--- src/tepq_pkg.sv ---
// Shared types and codes for the timed event priority queue.
// Operation and status codes, and the per-cycle command that drives the cell row.
// No dependencies.
`timescale 1ns / 1ps
`default_nettype none
package tepq_pkg;
	localparam logic [1:0] OP_INSERT   = 2'd0;
	localparam logic [1:0] OP_PEEK     = 2'd1;
	localparam logic [1:0] OP_POP      = 2'd2;
	localparam logic [1:0] OP_EARLIEST = 2'd3;

	localparam logic [1:0] ST_OK    = 2'd0;
	localparam logic [1:0] ST_FULL  = 2'd1;
	localparam logic [1:0] ST_EMPTY = 2'd2;

	localparam int GRAN_BITS = 16;

	typedef struct packed {
		logic ins;
		logic pop;
	} cell_cmd_t;
endpackage
`default_nettype wire

--- src/tepq_cell.sv ---
// One slot of the sorted event row: holds a time, a data handle and a valid bit.
// Shifts right on insert past the insertion point, left on pop. Uses tepq_pkg.
`timescale 1ns / 1ps
`default_nettype none
module tepq_cell #(
	parameter int TIME_BITS = 48,
	parameter int DATA_BITS = 32
) (
	input  wire logic                 clk,
	input  wire logic                 arst_n,
	input  wire tepq_pkg::cell_cmd_t  cmd,
	input  wire logic [TIME_BITS-1:0] new_time,
	input  wire logic [DATA_BITS-1:0] new_data,
	input  wire logic                 left_open,
	input  wire logic                 left_valid,
	input  wire logic [TIME_BITS-1:0] left_time,
	input  wire logic [DATA_BITS-1:0] left_data,
	input  wire logic                 right_valid,
	input  wire logic [TIME_BITS-1:0] right_time,
	input  wire logic [DATA_BITS-1:0] right_data,
	output logic                      valid,
	output logic [TIME_BITS-1:0]      slot_time,
	output logic [DATA_BITS-1:0]      slot_data,
	output logic                      open
);
	import tepq_pkg::*;

	logic                 valid_q;
	logic [TIME_BITS-1:0] time_q;
	logic [DATA_BITS-1:0] data_q;

	assign open = !valid_q || (time_q > new_time);

	always_ff @(posedge clk or negedge arst_n) begin
		if (!arst_n) begin
			valid_q <= 1'b0;
		end else if (cmd.ins) begin
			if (left_open)
				valid_q <= left_valid;
			else if (open)
				valid_q <= 1'b1;
		end else if (cmd.pop) begin
			valid_q <= right_valid;
		end
	end

	always_ff @(posedge clk) begin
		if (cmd.ins) begin
			if (left_open) begin
				time_q <= left_time;
				data_q <= left_data;
			end else if (open) begin
				time_q <= new_time;
				data_q <= new_data;
			end
		end else if (cmd.pop) begin
			time_q <= right_time;
			data_q <= right_data;
		end
	end

	assign valid     = valid_q;
	assign slot_time = time_q;
	assign slot_data = data_q;
endmodule
`default_nettype wire

--- config.mk ---
export PLATFORM = sky130hd
export DESIGN_NAME = tepq_cell
export DESIGN_NICKNAME = d
export VERILOG_FILES = /design/src/tepq_pkg.sv /design/src/tepq_cell.sv
export SDC_FILE = /design/constraint.sdc
export NUM_CORES = 1
export LEC_CHECK = 0
export CORE_AREA = 2 2 129 131
export CTS_BUF_LIST = sky130_fd_sc_hd__clkbuf_8 sky130_fd_sc_hd__clkbuf_16
export CTS_CLUSTER_DIAMETER = 200
export DETAILED_ROUTE_END_ITERATION = 10
export DIE_AREA = 0 0 131 133
export DONT_BUFFER_PORTS = 1
export PLACE_DENSITY = 0.55
export SLEW_MARGIN = 10
export SYNTH_ARGS = -nofsm -noshare
export SYNTH_HDL_FRONTEND = slang
export SYNTH_SLANG_ARGS = --single-unit
--- constraint.sdc ---
create_clock -name clk -period 4.89 [get_ports clk]
set_input_delay 1.2225 -clock clk [delete_from_list [all_inputs] [get_ports clk]]
set_output_delay 1.2225 -clock clk [all_outputs]
set_load 0.01 [all_outputs]
* Word-level counts from Yosys, hierarchy flattened
Index checks and enable logic that the tools add are counted.
Storage, ports and cells: output and inout bits 82, register bits after elaboration 81, logic and storage cells 21, bits of input ports 247
Operators by class: reductions and logical operators 4, mux-type cells 12, eq/ne operators 1, order comparisons 1
Operators by type and width (count):
- 48-bit two-way mux | 4
- 32-bit two-way mux | 4
- 48-bit greater-than comparator | 1
- 1-bit two-way mux | 4
- 3-bit by 1-bit != test with 1-bit output (second input constant) | 1
- 2-bit AND reduction | 1
- 2-bit nonzero test | 1
- 1-bit zero test | 1
- 1-bit logical OR | 1

* Longest topological paths before layout
depth in word-level cells 5, depth in mapped cells 8, depth with buffers taken out 8

* Worst setup path after synthesis
Ideal clock, no wire load.
kind input to register, start input new_time[30], end register data_q[0] (netlist: slot_data[0]), enable pin, path buffers 0, library setup time 0.445 ns, required time 4.445 ns, stages on the path 7, setup slack -0.104 ns, data arrival time 4.549 ns, path through inv_1 > ha_1 > nand4_2 > or4_1 > a311o_1 > o2111ai_2 > o22a_1
On the way: word-level cells in the longest chain between the ends 4
RTL lines:
- start, declared | line tepq_cell.sv:12 | input wire logic [TIME_BITS-1:0] new_time,
- 48-bit greater-than comparator | line tepq_cell.sv:32 | assign open = !valid_q || (time_q > new_time);
- 1-bit logical OR | line tepq_cell.sv:32
- via open | line tepq_cell.sv:24 | output logic open
- 3-bit by 1-bit != test with 1-bit output (no line)
- 2-bit AND reduction (no line)
- end signal, assigned | line tepq_cell.sv:51 | data_q <= left_data;
- end signal, assigned | line tepq_cell.sv:54 | data_q <= new_data;
- end signal, assigned | line tepq_cell.sv:58 | data_q <= right_data;
- end, declared | line tepq_cell.sv:30 | logic [DATA_BITS-1:0] data_q;
The timed path passes the listed nets, and every way through them passes these cells. A chain may end at the register's enable or synchronous reset.

* Worst setup path after layout
start input new_time[15], end output open
On the way: word-level cells in the longest chain between the ends 2
RTL lines (line):
- 48-bit greater-than comparator | tepq_cell.sv:32
- 1-bit logical OR | tepq_cell.sv:32
- end, declared | tepq_cell.sv:24
Every way passes these cells.

==> run metrics <==
post-layout minimum cycle time=4.21 ns; Comb power frac=14.2%; crit share post-route=86.1%; post-place instance area=5530 µm²; total DRC errors in the routed layout=0; setup slack on the worst flop-to-flop path=1.52 ns; power share of the clock group=35.0%; dominant synthesized flop cell=sky130_fd_sc_hd__edfxtp_1; Max IR drop VDD=150 µV; maximum number of pins on one net before global-route repair=165; share of post-route cells with drive strength above 1=4.43%; result of the run=complete, no violations; register clock-pin slew on the reported worst setup and hold paths=0.07 ns; total gr overflow=0; Sinks on Clock Net=81; share of the yosys chip area belonging to registers=45.6%; wire length of the first global-routing pass=20400 µm; Layout area overhead=9.16%; number of cells produced by synthesis=528; Pins Over Slew Limit=0; number of buffers inserted by post-CTS setup repair=0; synthesized flop and latch total=81; unrepaired setup endpoints after global routing=no; depth of the worst register-to-register path=8; initial core utilization=33.0%; worst path buffer plus inverter count=1; die outline area=17400 µm²; number of cells upsized or downsized after cts=0; wire per inst=19.0 µm; cts bufs inserted=9; iteration-0 DRC count of the detailed router=98; height of the chip=133 µm; count of different cell masters after synthesis=35; cell breakdown of the critical path=inv_1 > ha_1 > nand4_1 > nor3_1 > a21boi_0 > nor4_4 > o2111ai_2; setup tns final=0 ns; clock root buffer=sky130_fd_sc_hd__clkbuf_16; R2R Path End=slot_data[9]; net switching share of the total power=28.5%; data arrival time of the critical path=2.99 ns; length of the first detailed-routing pass in iterations=4; area taken by multi-input logic gates=2620 µm²; final weighted congestion in routability-driven placement=0.830; post-synthesis cell type with the largest combined area=sky130_fd_sc_hd__edfxtp_1; count of vias placed by the detailed router=3821; mean area per synthesized cell=10.1 µm²; core region area=16200 µm²; detailed-route wire length=14000 µm; sequential cell area in the final layout=2430 µm²; top cells by area in the synthesized netlist=sky130_fd_sc_hd__edfxtp_1, sky130_fd_sc_hd__mux2i_1, sky130_fd_sc_hd__ha_1; data required time at the worst endpoint=3.67 ns; number of enable-type register cells in the synthesized netlist=80; power consumption=1870 µW; mapped cell area=5330 µm²; latest clock arrival within the worst-skew pair=0.34 ns; net count of the mapped netlist=823; number of antenna diodes=0; overall routing resource usage=15.4%; net switching power=533 µW; relative contribution of sequential cells to total power=50.7%; worst slew slack as a fraction of its limit=60.9%; count of endpoints failing setup in the final report=0; HPWL after DPL=11100 µm; largest delay contributor family on the critical path=simple AND/OR/NAND/NOR gates; antenna viol nets, final=0; PortBufs=0; maximum capacitance violations=0; Min-Delay Path Class=input pin to async pin; transition time at the pin with the least slew margin=0.580 ns; yosys warns=0; number of hold violations in the final report=0; Leak Pwr=0.00246 µW; maximum clock skew at final layout=0.0129 ns; most instantiated cells after synthesis=sky130_fd_sc_hd__a21oi_1, sky130_fd_sc_hd__nor2_1, sky130_fd_sc_hd__edfxtp_1, sky130_fd_sc_hd__mux2i_1, sky130_fd_sc_hd__inv_1; total internal power=1340 µW; Synth async-reset ratio=1.23%; net total in the final layout=809; Worst setup SP type=input pin; H-tree levels=3; die width=131 µm; reg-to-reg critical path startpoint=slot_time[15]; areal power density over the cells=322 nW/µm²; number of hold-repair buffers added at the cts stage=0; crit-path max FO=3; Final Util=36.0%; std cell rows=47; CTS tree=built; timing-limited maximum frequency=238 MHz; DR vias/cell=5.17; kind of end point of the critical path=output pin; number of ports placed on the die boundary=329; area fraction of the dominant cell type after synthesis=45.1%; Final Instance Area=5820 µm²; count leader, synth=sky130_fd_sc_hd__a21oi_1; critical path's slowest cell=sky130_fd_sc_hd__nor3_1; critical setup path kind=input pin to output pin; vias in the first global route=3943; slowest stage delay, CP=0.46 ns; number of buffers on the longest clock path=2; Filler Cells Inserted=1648; initial antenna violation count=0
## stage by stage
stage / worst slack, ns / std cells / hold WS (ns)
after floorplan: 0.740 / 528 / 0.682
after global placement: 0.669 / 723 / 0.741
after detailed placement: 0.597 / 723 / 0.767
after CTS: 0.600 / 739 / 0.549
after global routing: 0.521 / 739 / 0.544
final: 0.681 / 739 / 0.564
## worst max-delay path by stage
| stage | from | endpoint | slack, ns | cells after the start |
|---|---|---|---|---|
| CTS | new_time[15] | open | 0.60 | 7 |
| floorplan | new_time[30] | slot_data[0] | 0.74 | 7 |
| global placement | new_time[15] | open | 0.67 | 7 |
| global route | new_time[15] | open | 0.52 | 7 |
| finish | new_time[15] | open | 0.68 | 7 |
| detailed placement | new_time[15] | open | 0.60 | 7 |
## routing by layer
metal / GRT usage, % / wire (µm) / vias up
met3: 5.98 / 1360 / 12
li1: - / - / 1885
met5: 0 / 0 / -
met4: 4.61 / 232 / 0
met1: 15.5 / 5090 / 1727
met2: 28.8 / 7340 / 197
## layout by cell type, fill, tap and decap left out, drive strengths merged
cell type  instances
a211oi             1
a21boi             1
a21o               3
a21oi            101
a221oi             1
a311o              1
a32o               1
a41o               1
and2               1
and3               2
buf                2
clkbuf             9
clkinv             1
clkinvlp           3
dfrtp              1
edfxtp            80
ha                48
inv               52
mux2               1
mux2i             80
nand2             11
nand2b             3
nand3              4
nand4             11
nor2              82
nor2b              1
nor3               2
nor4               3
o2111ai            1
o21ai              8
o22a               2
or4                1
## worst register-to-register path, stage by stage, from the launching register on
cell	delay (ns)
sky130_fd_sc_hd__edfxtp_1	0.45
sky130_fd_sc_hd__ha_1	0.36
sky130_fd_sc_hd__nand4_1	0.20
sky130_fd_sc_hd__nor3_1	0.46
sky130_fd_sc_hd__a21boi_0	0.38
sky130_fd_sc_hd__nor4_4	0.06
sky130_fd_sc_hd__o2111ai_2	0.34
sky130_fd_sc_hd__o22a_4	0.48
sky130_fd_sc_hd__buf_4	0.34
## cell families (layout without fill, tap and decap cells)
| family | count (synthesis) | count (layout) | share of synthesized area, % |
|---|---|---|---|
| simple gates | 121 | 121 | 10.2 |
| buf+inv | 76 | 67 | 5.49 |
| flops | 81 | 81 | 45.6 |
| compound gates | 121 | 121 | 12.3 |
| fa+ha+maj | 48 | 48 | 11.3 |
| mux | 81 | 81 | 15.2 |
## state kept, by name, summed over array words and instances (netlist names)
signal     flops
slot_data     32
slot_time     48
valid          1
## final cells by class
cell class                      instances  share of cell area [%]
Timing Repair Buffer                    2                   0.473
Multi-Input combinational cell        371                    45.0
Clock inverter                          7                    1.03
Inverter                               49                    3.16
Tap cell                              220                    4.73
Sequential cell                        81                    41.7
Clock buffer                            9                    3.87
## power groups by stage
stage	sequential, µW	clock (µW)	combinational, µW
finish	949	656	266
global route	958	707	309
CTS	952	676	271
detailed placement	965	0	271
global placement	966	0	260
floorplan	941	0	237
Note: power is estimated with default switching activity, not from simulation.
