File: config.mk
export PLATFORM = sky130hd
export DESIGN_NAME = tepq_rem
export DESIGN_NICKNAME = d
export VERILOG_FILES = /design/src/tepq_pkg.sv /design/src/tepq_rem.sv
export SDC_FILE = /design/constraint.sdc
export NUM_CORES = 1
export LEC_CHECK = 0
export BUFFER_PORTS_ARGS = -buffer_cell sky130_fd_sc_hd__buf_2
export CORE_MARGIN = 2
export CORE_UTILIZATION = 40
export CTS_CLUSTER_SIZE = 40
export DETAILED_ROUTE_END_ITERATION = 10
export GPL_TIMING_DRIVEN = 0
export PLACE_DENSITY_LB_ADDON = 0.1
export SLEW_MARGIN = 20
export SYNTH_ARGS = -nofsm -noshare
export SYNTH_HDL_FRONTEND = slang
export SYNTH_SLANG_ARGS = --single-unit
File: constraint.sdc
create_clock -name clk -period 3.9 [get_ports clk]
set_input_delay 0.195 -clock clk [delete_from_list [all_inputs] [get_ports clk]]
set_output_delay 0.195 -clock clk [all_outputs]
set_load 0.01 [all_outputs]
File: src/tepq_pkg.sv
// Shared types and codes for the timed event priority queue.
// Operation and status codes, and the per-cycle command that drives the cell row.
// No dependencies.
`timescale 1ns / 1ps
`default_nettype none
package tepq_pkg;
	localparam logic [1:0] OP_INSERT   = 2'd0;
	localparam logic [1:0] OP_PEEK     = 2'd1;
	localparam logic [1:0] OP_POP      = 2'd2;
	localparam logic [1:0] OP_EARLIEST = 2'd3;

	localparam logic [1:0] ST_OK    = 2'd0;
	localparam logic [1:0] ST_FULL  = 2'd1;
	localparam logic [1:0] ST_EMPTY = 2'd2;

	localparam int GRAN_BITS = 16;

	typedef struct packed {
		logic ins;
		logic pop;
	} cell_cmd_t;
endpackage
`default_nettype wire

File: src/tepq_rem.sv
// Bit-serial remainder unit: dividend modulo a 16-bit divisor, one bit per cycle.
// Uses tepq_pkg for the divisor width.
`timescale 1ns / 1ps
`default_nettype none
module tepq_rem #(
	parameter int TIME_BITS = 48
) (
	input  wire logic                          clk,
	input  wire logic                          arst_n,
	input  wire logic                          start,
	input  wire logic [TIME_BITS-1:0]          dividend,
	input  wire logic [tepq_pkg::GRAN_BITS-1:0] divisor,
	output logic                               busy,
	output logic [tepq_pkg::GRAN_BITS-1:0]     rem
);
	import tepq_pkg::*;

	localparam int CNTW = $clog2(TIME_BITS + 1);

	logic [TIME_BITS-1:0] sh_q;
	logic [GRAN_BITS-1:0] r_q;
	logic [CNTW-1:0]      cnt_q;
	logic [GRAN_BITS:0]   trial;

	always_comb begin
		trial = {r_q, sh_q[TIME_BITS-1]};
		if (trial >= {1'b0, divisor})
			trial = trial - {1'b0, divisor};
	end

	always_ff @(posedge clk or negedge arst_n) begin
		if (!arst_n) begin
			cnt_q <= '0;
		end else if (start) begin
			cnt_q <= CNTW'(TIME_BITS);
		end else if (cnt_q != '0) begin
			cnt_q <= cnt_q - 1'b1;
		end
	end

	always_ff @(posedge clk) begin
		if (start) begin
			sh_q <= dividend;
			r_q  <= '0;
		end else if (cnt_q != '0) begin
			sh_q <= {sh_q[TIME_BITS-2:0], 1'b0};
			r_q  <= trial[GRAN_BITS-1:0];
		end
	end

	assign busy = (cnt_q != '0);
	assign rem  = r_q;
endmodule
`default_nettype wire

# Word-level counts from Yosys, hierarchy flattened
# Cells that the tools add are included.
dict set report totals {
  wordCells 13
  n_memories 0
  out_inout_bits 17
  latch_bits 0
  ramBits 0
  rom_bits 0
  regBits 70
  in_bits 67
}
dict set report op_classes {
  n_shift 0
  n_div 0
  bitwise_logic 0
  mul 0
  mux 5
  eq_ne 0
  reduce_logical 2
  n_addsub 2
  order_cmp 1
}
# operator count
set op_table {}
lappend op_table {{$mux 48} 2}
lappend op_table {{$ge 17x16->1} 1}
lappend op_table {{$mux 16} 1}
lappend op_table {{$sub 16x16->16} 1}
lappend op_table {{$mux 6} 2}
lappend op_table {{$reduce_bool 6->1} 1}
lappend op_table {{$sub 6x1->6 const B} 1}
lappend op_table {{$reduce_bool 2->1} 1}

# Longest topological paths before layout
# Gate-level depths: netlist (run 1).
dict set report depth {
  ltp_word 3
  depth_mapped 10
  depth_no_buf 10
}

# Worst setup path before layout (run 1)
# No wires, ideal clock.
dict set report synth_timing {
  kind {flip-flop to flip-flop}
  from {reg cnt_q[0]}
  to {reg sh_q[0], enable pin}
  period_less_slack_ns 2.700
  t_arrival_ns 2.098
  path_buffers 0
  stages_incl_launch_ff 6
  setup_time_ns 0.602
  setup_slack_ns 1.200
  t_required_ns 3.298
  cell_sequence {dfrtp_1 -> inv_1 -> ha_1 -> nor4b_1 -> nor2b_1 -> nand2b_1}
}
dict set report synth_via {
  elab_chain_len 2
}
# element line_no
set synth_lines {}
lappend synth_lines {{start: declaration} tepq_rem.sv:22} ;# logic [CNTW-1:0] cnt_q;
lappend synth_lines {{start signal: assignment} tepq_rem.sv:35} ;# cnt_q <= CNTW'(TIME_BITS);
lappend synth_lines {{start signal: assignment} tepq_rem.sv:37} ;# cnt_q <= cnt_q - 1'b1;
lappend synth_lines {{$reduce_bool 6->1} tepq_rem.sv:45} ;# end else if (cnt_q != '0) begin
lappend synth_lines {{$reduce_bool 2->1 (no source line)} --}
lappend synth_lines {{end signal: assignment} tepq_rem.sv:43} ;# sh_q <= dividend;
lappend synth_lines {{end signal: assignment} tepq_rem.sv:46} ;# sh_q <= {sh_q[TIME_BITS-2:0], 1'b0};
lappend synth_lines {{end: declaration} tepq_rem.sv:20} ;# logic [TIME_BITS-1:0] sh_q;
# No other way between the ends.
# A chain may end at the register's enable or synchronous reset.

# Worst setup path after layout (run 1)
dict set report layout_timing {
  from {reg sh_q[47]}
  to {reg r_q[10], in the netlist rem[10]}
}
dict set report layout_via {
  elab_chain_len 2
  word_cells_on_any_way 3
  classes_between {1 x add/sub; 1 x order compare; 1 x mux}
}
# element line_no
set layout_lines {}
lappend layout_lines {{$sub 16x16->16 or $ge 17x16->1 (tied branches)} {tepq_rem.sv:28, tepq_rem.sv:27}}
lappend layout_lines {{$mux 16 *} tepq_rem.sv:27} ;# if (trial >= {1'b0, divisor})
lappend layout_lines {{end signal: assignment} tepq_rem.sv:47} ;# r_q <= trial[GRAN_BITS-1:0];
lappend layout_lines {{end: declaration} tepq_rem.sv:21} ;# logic [GRAN_BITS-1:0] r_q;
# Mark *: on every way between the ends. The rest lies on a longest branch, timed or not.

==> results of run 1 <==
-- layout by cell type (no fill, tap or decap), types with 3 or more instances in the layout --
| cell type | n |
|---|---|
| a211o_1 | 3 |
| a211oi_1 | 4 |
| a21o_1 | 6 |
| a21oi_1 | 18 |
| a311oi_1 | 8 |
| a31oi_1 | 6 |
| buf_2 | 87 |
| buf_4 | 3 |
| bufinv_16 | 3 |
| clkbuf_1 | 12 |
| clkbuf_8 | 9 |
| dfrtp_1 | 6 |
| dfxtp_1 | 16 |
| edfxtp_1 | 48 |
| ha_1 | 17 |
| inv_1 | 22 |
| mux2_2 | 47 |
| nand2_1 | 11 |
| nand3_1 | 12 |
| nand3b_1 | 3 |
| nand4_1 | 5 |
| nor2_1 | 30 |
| nor2b_1 | 6 |
| nor3_1 | 6 |
| o2111ai_1 | 3 |
| o21ai_0 | 14 |
| o21bai_1 | 3 |
| o221ai_1 | 3 |
| or3_1 | 5 |
| xnor2_1 | 5 |
| xor2_1 | 3 |
-- through the flow --
| step | utilization | total power [µW] |
|---|---|---|
| finish | 0.488 | 2070 |
| global route | 0.488 | 2180 |
| CTS | 0.488 | 2090 |
| detailed placement | 0.464 | 1390 |
| global placement | 0.464 | 1380 |
| floorplan | - | 1250 |
-- Yosys cell counts, types with 3 or more instances --
master | count | area (µm²)
edfxtp_1 | 48 | 1440
mux2_2 | 47 | 529
nor2_1 | 30 | 113
inv_1 | 22 | 82.6
a21oi_1 | 18 | 90.1
ha_1 | 17 | 213
dfxtp_1 | 16 | 320
o21ai_0 | 14 | 70.1
clkbuf_1 | 12 | 45.0
nand3_1 | 12 | 60.1
nand2_1 | 11 | 41.3
a311oi_1 | 8 | 70.1
a21o_1 | 6 | 45.0
a31oi_1 | 6 | 37.5
dfrtp_1 | 6 | 150
nor2b_1 | 6 | 37.5
nor3_1 | 6 | 30.0
buf_2 | 5 | 25.0
nand4_1 | 5 | 31.3
or3_1 | 5 | 31.3
xnor2_1 | 5 | 43.8
a211oi_1 | 4 | 30.0
a211o_1 | 3 | 26.3
buf_4 | 3 | 22.5
nand3b_1 | 3 | 22.5
o2111ai_1 | 3 | 26.3
o21bai_1 | 3 | 22.5
o221ai_1 | 3 | 26.3
xor2_1 | 3 | 26.3
-- critical path, stage by stage (launching register included) --
cell and delay (ns):
edfxtp_1 0.40, inv_1 0.07, ha_1 0.16, inv_1 0.06, fa_1 0.41, a21o_1 0.23, a221oi_1 0.54, a2111oi_0 0.23
a21oi_1 0.19, a211oi_1 0.08, a311o_1 0.33
-- timing repair --
action | in CTS | in global routing
hold buffers | 1 | 0
endpoints found under the setup margin | 0 | 0
hold endpoints to repair | 6 | 0
-- sequential cells by signal (all words and copies together) (netlist names) --
register,flops
sh_q,48
rem,16
cnt_q,6
-- cell type report --
type	count	area, µm²	share of cell area
Buffer	23	119	0.0239
Multi-Input combinational cell	264	2030	0.408
Tap cell	136	170	0.0342
Timing Repair Buffer	83	420	0.0845
Inverter	23	86.3	0.0174
Sequential cell	70	1910	0.384
Clock inverter	7	113	0.0226
Clock buffer	9	124	0.0249
-- worst paths after layout --
check | from | endpoint | slack [ns]
max in group asynchronous | arst_n | cnt_q[3] | 3.52
worst max register to register | sh_q[47] | rem[10] | 1.11
min in group asynchronous | arst_n | cnt_q[1] | 0.21
worst min-delay path | dividend[0] | sh_q[0] | 0.15
worst max-delay path | sh_q[47] | rem[10] | 1.11
worst min register to register | cnt_q[4] | cnt_q[4] | 0.54
-- per-layer routing --
metal,vias up,track usage
met5,-,0
met4,0,0.0451
met2,75,0.284
li1,1634,-
met1,1539,0.255
met3,10,0.0464
-- logic make-up after synthesis --
kind of cell / after synthesis / share of synthesized area
mux: 49 / 0.133
flops: 70 / 0.462
simple gates: 99 / 0.126
compound gates: 90 / 0.157
xor+xnor: 8 / 0.0169
buf+inv: 46 / 0.0496
fa+ha+maj: 18 / 0.0562
-- power groups by stage --
stage | Sequential, µW | Combinational (µW) | Clock [µW]
floorplan | 934 | 314 | 0
global placement | 941 | 436 | 0
detailed placement | 942 | 445 | 0
CTS | 927 | 448 | 719
global route | 936 | 499 | 745
finish | 926 | 446 | 698
==> metrics.csv, run 1 <==
metric;value;unit
minimum clock period;2.79;ns
synth unique cells;68;
Fillers;997;
fin crit share;0.715;
GRT overflow;0;
share of power burned in registers;0.447;
final hold vios;0;
Power Dens Cells;416;nW/µm²
met3 routed WL;448;µm
Clock Latency Late Sink;0.34;ns
met1 wire length;4.77;mm
post-DP HPWL;7.28;mm
placed instance count;598;
fmax;358;MHz
initial antenna violation count;0;
CP endpoint kind;register;
LEAKAGE;0.00212;µW
switching power;555;µW
Initial Util;0.407;
vias;3258;
Max VDD drop;0.223;mV
Non-Filler Instances;615;
largest net degree at the start of global routing;52;
Post-DP Area;4730;µm²
Post-CTS Resized;0;
routed wire length;9.89;mm
Mapped Nets;465;
Setup WS pre-CTS;1.14;ns
Avg Cell Area, Syn;10.9;µm²
antenna-violating nets left;0;
routability cong.;0.797;
crit path launch type;register;
nets@finish;559;
drc violations;0;
ant diodes;0;
cell area after layout;4970;µm²
Hold WS;0.145;ns
R2R depth;10;
Highest Signal Layer;met4;
CP Max Fanout;3;
Worst-path clk slew;0.08;ns
required time worst endpoint;4.14;ns
TNS Setup;0;ns
area grow syn2layout;20.2;%
Hold Crit Depth;2;
Setup Buffers After CTS;0;
Worst Slack Setup Final;1.11;ns
CP Class;reg2reg;
skew final;0.00511;ns
Longest Clk Path Bufs;2;
# setup viols final;0;
Iter 0 DRT Violations;159;
yosys warns;0;
global-route wire length before repair;16.1;mm
synthesis-stage register bit count;70;
Relative slew margins;0.543;
gr usage total;0.183;
DR vias/cell;5.30;
maxcap violations;0;
Initial DRT Pass Iterations;4;
wire per inst;16.1;µm
met2 wire len;4.55;mm
RSZ-0062 raised after global routing;false;
switching share of power;0.268;
vias in the first global route;3249;
TritonCTS clock tree;done;
DIE AREA;11200;µm²
combinational power share;0.215;
mapped cell area;4140;µm²
I/O Buffers;82;
CP arrival;3.03;ns
Cells after Synth;380;
Root Buffer Master;clkbuf_8;
async set-reset flop share out of synthesis;0.0857;
# H-tree levels;3;
I/O pin count;84;
EDFF count, synth;48;
Pins Over Slew Limit;0;
layout cells sized above 1;0.342;
Hold Crit Class;in2reg;
die height;106;µm
die width;106;µm
Seq/Total Area, Yosys;0.462;
core box area;10200;µm²
Tightest Pin Transition;0.685;ns
status;complete, no violations;
Internal;1520;µW
TritonCTS Buffers;9;
clock network fraction of design power;0.337;
Sink Count;70;
Row Count;37;
Post-synth top flop;edfxtp_1;
(Power assumes the default switching activity.)
==> run 2: changes to the inputs <==
clock period = 2.4 ns   (was 3.9 ns; I/O delays follow)
==> run 2 against run 1 <==
Net effect: the flow now finishes with violations (setup timing); worst setup slack worse by 1.1 ns; combinational power is 91% higher; clock skew is 0.0063 ns higher; clock power is 81% higher; critical path type unchanged.
==> metrics.csv, run 2 (same netlist as run 1, synthesis figures left out) <==
metric;value;unit
wire per inst;16.0;µm
Clock Latency Late Sink;0.34;ns
die height;106;µm
ant diodes;0;
antenna-violating nets left;0;
global-route wire length before repair;15.5;mm
fin crit share;1.00;
fmax;415;MHz
Largest register FFs;48;
vias in the first global route;3157;
TritonCTS Buffers;9;
initial antenna violation count;0;
# setup viols final;1;
I/O pin count;84;
minimum clock period;2.41;ns
DIE AREA;11200;µm²
Tightest Pin Transition;0.693;ns
CP arrival;2.64;ns
Relative slew margins;0.538;
I/O Buffers;82;
LEAKAGE;0.00221;µW
DR vias/cell;5.34;
multi-input logic area;2250;µm²
die width;106;µm
CP Max Fanout;3;
Worst Slack Setup Final;-0.00934;ns
Worst-path clk slew;0.08;ns
Iter 0 DRT Violations;140;
Pins Over Slew Limit;0;
Power Dens Cells;683;nW/µm²
core box area;10200;µm²
required time worst endpoint;2.63;ns
nets@finish;567;
Register Area;1920;µm²
Post-DP Area;4730;µm²
CP endpoint kind;register;
# H-tree levels;3;
r2r startpoint;sh_q[47];
Root Buffer Master;clkbuf_8;
largest net degree at the start of global routing;52;
Hold Path Origin;dividend[0];
Row Count;37;
Max VDD drop;0.416;mV
TritonCTS clock tree;done;
CP Class;reg2reg;
vias;3329;
layout cells sized above 1;0.425;
post-DP HPWL;7.10;mm
RSZ-0062 raised after global routing;true;
commonest non-fill, non-tap cell in the layout;buf_2;
routed wire length;9.95;mm
gr usage total;0.176;
TNS Setup;-0.00934;ns
drc violations;0;
Hold Crit Class;in2reg;
GRT overflow;0;
Biggest register;sh_q;
status;finished with violations;
R2R depth;10;
Setup WS pre-CTS;-0.338;ns
final hold vios;0;
cell area after layout;5310;µm²
Fillers;989;
Initial Util;0.407;
maxcap violations;0;
Longest Clk Path Bufs;2;
R2R setup slack;-0.009;ns
reg-to-reg endpoint;rem[14];
Util after Layout;0.521;
area grow syn2layout;28.3;%
Hold Crit Depth;2;
crit path launch type;register;
Initial DRT Pass Iterations;4;
routability cong.;0.791;
Hold Path Sink;sh_q[0];
skew final;0.0114;ns
failing checks;setup timing;
commonest cells after routing, fill and taps aside;buf_2, edfxtp_1, mux2_2;
Sink Count;70;
run 2: cell types whose count changed in the layout (fill, tap and decap cells not counted), sizes merged:
cell	delta
clkinv	-1
clkinvlp	-2
bufinv	+1
buf	+10
inv	+2
clkbuf	-2
run 2: where the power goes:
group | switching [µW] | leakage, µW | internal [µW]
clock network | 463 | 0.000134 | 801
registers | 77.6 | 0.000713 | 1430
logic | 428 | 0.00137 | 426
total | 969 | 0.00221 | 2660
run 2: repair_timing:
item / in CTS / in global routing
setup buffers: 4 / 6
gates cloned: 0 / 0
hold endpoints to repair: 6 / 0
hold buffers: 1 / 0
gates resized for setup: 22 / 32
pin swaps: 5 / 11
endpoints found under the setup margin: 15 / 16
run 2: cell type report:
cell class,count,share of cell area
repair buffers,93,0.0933
clock buffers,9,0.0233
multi-input cells,264,0.423
plain buffers,21,0.0240
inverters,23,0.0163
well taps,136,0.0320
clock inverters,7,0.0269
flip-flops and latches,70,0.361
run 2: worst max path at each step:
stage	startpoint	endpoint	slack [ns]	depth (start not counted)
5_1_grt	sh_q[47]	rem[10]	-0.09	10
4_1_cts	rem[1]	rem[15]	-0.003	8
6_report	sh_q[47]	rem[14]	-0.009	10
3_3_place_gp	sh_q[47]	rem[14]	-0.33	10
3_5_place_dp	sh_q[47]	rem[14]	-0.34	10
2_1_floorplan	sh_q[47]	rem[10]	0.05	10
run 2: per-stage QoR:
step | cells | hold slack (ns) | power (µW)
floorplan | 380 | -0.176 | 2030
global placement | 598 | -0.0350 | 2240
detailed placement | 598 | -0.0371 | 2250
CTS | 619 | 0.0458 | 3570
global route | 623 | 0.0529 | 3800
finish | 623 | 0.0681 | 3630
run 2: metal layers:
metal | part of all wire | global-route usage | wire, µm
met1 | 0.48 | 0.251 | 4740
met2 | 0.46 | 0.273 | 4610
met3 | 0.053 | 0.0408 | 532
met4 | 0.0065 | 0.0423 | 65
met5 | 0 | 0 | 0
run 2: critical path, cell delays in order (launching register included):
cell and delay [ns]:
edfxtp_1 0.39, inv_1 0.07, ha_2 0.18, inv_2 0.04
fa_2 0.34, a21o_4 0.24, a221oi_4 0.33, nor4_2 0.10
or4_1 0.43, o2111ai_2 0.09, nand2_1 0.07
==> run 3: changes to the inputs <==
clock period = 2.43 ns   (was 2.4 ns; I/O delays follow)
==> run 3 against run 2 <==
Net effect: sequential share of layout area is 0.20 points higher; combinational power down 2.5%; worst hold slack got worse by 0.0016 ns; critical path depth unchanged; core utilization decreased by 0.28 points; sequential power about the same; the flow now finishes without violations; final cell count is 0.16% lower; first-iteration DRC count is 31% higher; non-clock buffer count fell by 1.
==> metrics.csv, run 3 (same netlist as run 1, synthesis figures left out) <==
metric;value;unit
status;complete, no violations;
routability cong.;0.791;
CP Class;reg2reg;
CP arrival;2.65;ns
area grow syn2layout;27.6;%
required time worst endpoint;2.66;ns
nets@finish;566;
largest net degree at the start of global routing;52;
ant diodes;0;
initial antenna violation count;0;
Setup WS pre-CTS;-0.308;ns
gr usage total;0.175;
met3 routed WL;585;µm
Worst Slack Setup Final;0.00856;ns
Fillers;996;
die height;106;µm
CP most frequent cell;inv_1;
TNS Setup;0;ns
Pins Over Slew Limit;0;
die width;106;µm
Hold Crit Class;in2reg;
layout cells sized above 1;0.416;
DR vias/cell;5.34;
skew final;0.0109;ns
crit path launch type;register;
Max stage delay on crit path;0.43;ns
# H-tree levels;3;
Longest Clk Path Bufs;2;
Initial DRT Pass Iterations;4;
Iter 0 DRT Violations;184;
Power Dens Cells;677;nW/µm²
Root Buffer Master;clkbuf_8;
Row Count;37;
antenna-violating nets left;0;
DIE AREA;11200;µm²
Clock Latency Late Sink;0.34;ns
CP Max Fanout;3;
# setup viols final;0;
Hold WS;0.0665;ns
final hold vios;0;
met1 wire length;4.73;mm
fmax;413;MHz
I/O Buffers;82;
Post-DP Area;4730;µm²
drc violations;0;
LEAKAGE;0.00220;µW
core box area;10200;µm²
post-DP HPWL;7.10;mm
Initial Util;0.407;
Util after Layout;0.519;
I/O pin count;84;
CP endpoint kind;register;
wire per inst;16.1;µm
TritonCTS clock tree;done;
RSZ-0062 raised after global routing;true;
vias;3321;
vias in the first global route;3118;
met2 wire len;4.62;mm
Tightest Pin Transition;0.684;ns
maxcap violations;0;
minimum clock period;2.42;ns
routed wire length;10.0;mm
fin crit share;0.996;
Highest Signal Layer;met4;
global-route wire length before repair;15.4;mm
commonest non-fill, non-tap cell in the layout;buf_2;
Max VDD drop;0.415;mV
cell area after layout;5280;µm²
Relative slew margins;0.544;
TritonCTS Buffers;9;
cell at the slowest stage of the critical path;or4_1;
Biggest register;sh_q;
commonest cells after routing, fill and taps aside;buf_2, edfxtp_1, mux2_2;
critical path cell sequence;inv_1 -> ha_2 -> inv_1 -> fa_2 -> a21o_4 -> a221oi_4 -> nor4_2 -> or4_1 -> o2111ai_2 -> nand2_1;
GRT overflow;0;
Worst-path clk slew;0.08;ns
Sink Count;70;
Largest register FFs;48;
## run 3: worst max-delay path: cells and delay by family, from the launching register on
| kind | cells | cell delay (ns) |
|---|---|---|
| compound gates | 3 | 0.67 |
| fa+ha+maj | 2 | 0.52 |
| buf+inv | 2 | 0.12 |
| flops | 1 | 0.39 |
| simple gates | 3 | 0.60 |
## run 3: metal layers
metal,vias to the layer above,GRT usage
met5,-,0
met4,0,0.0423
met3,4,0.0408
met2,97,0.270
met1,1579,0.250
li1,1641,-
## run 3: layout make-up
type	instances	area (µm²)	area share
Multi-Input combinational cell	264	2230	0.422
Tap cell	136	170	0.0322
Sequential cell	70	1920	0.363
Timing Repair Buffer	92	488	0.0924
Clock buffer	9	124	0.0235
Inverter	23	86.3	0.0163
Clock inverter	7	143	0.0270
Buffer	21	124	0.0235
## run 3: worst paths after layout
kind,startpoint,to,slack (ns),cells after the start
setup / recovery,sh_q[47],rem[14],0.009,10
hold / removal,dividend[0],sh_q[0],0.07,2
setup reg to reg,sh_q[47],rem[14],0.009,10
hold reg to reg,rem[7],rem[8],0.53,2
max in group asynchronous,arst_n,cnt_q[0],2.13,2
min in group asynchronous,arst_n,cnt_q[4],0.14,2
## run 3: where the power goes
part,switching (µW),total (µW),internal (µW)
clock,457,1250,791
sequential,77.3,1490,1410
combinational,419,833,414
## run 3: stage by stage
| step | cells | total power (µW) |
|---|---|---|
| final | 622 | 3570 |
| after global routing | 622 | 3740 |
| after CTS | 619 | 3510 |
| after detailed placement | 598 | 2220 |
| after global placement | 598 | 2210 |
| after floorplan | 380 | 2000 |
## run 3: repair_timing
| item | CTS | global route |
|---|---|---|
| setup buffers | 4 | 5 |
| hold buffers | 1 | 0 |
| endpoints found under the setup margin | 14 | 16 |
| resized for setup | 13 | 34 |
| pin swaps | 5 | 7 |
| endpoints found under the hold margin | 6 | 0 |
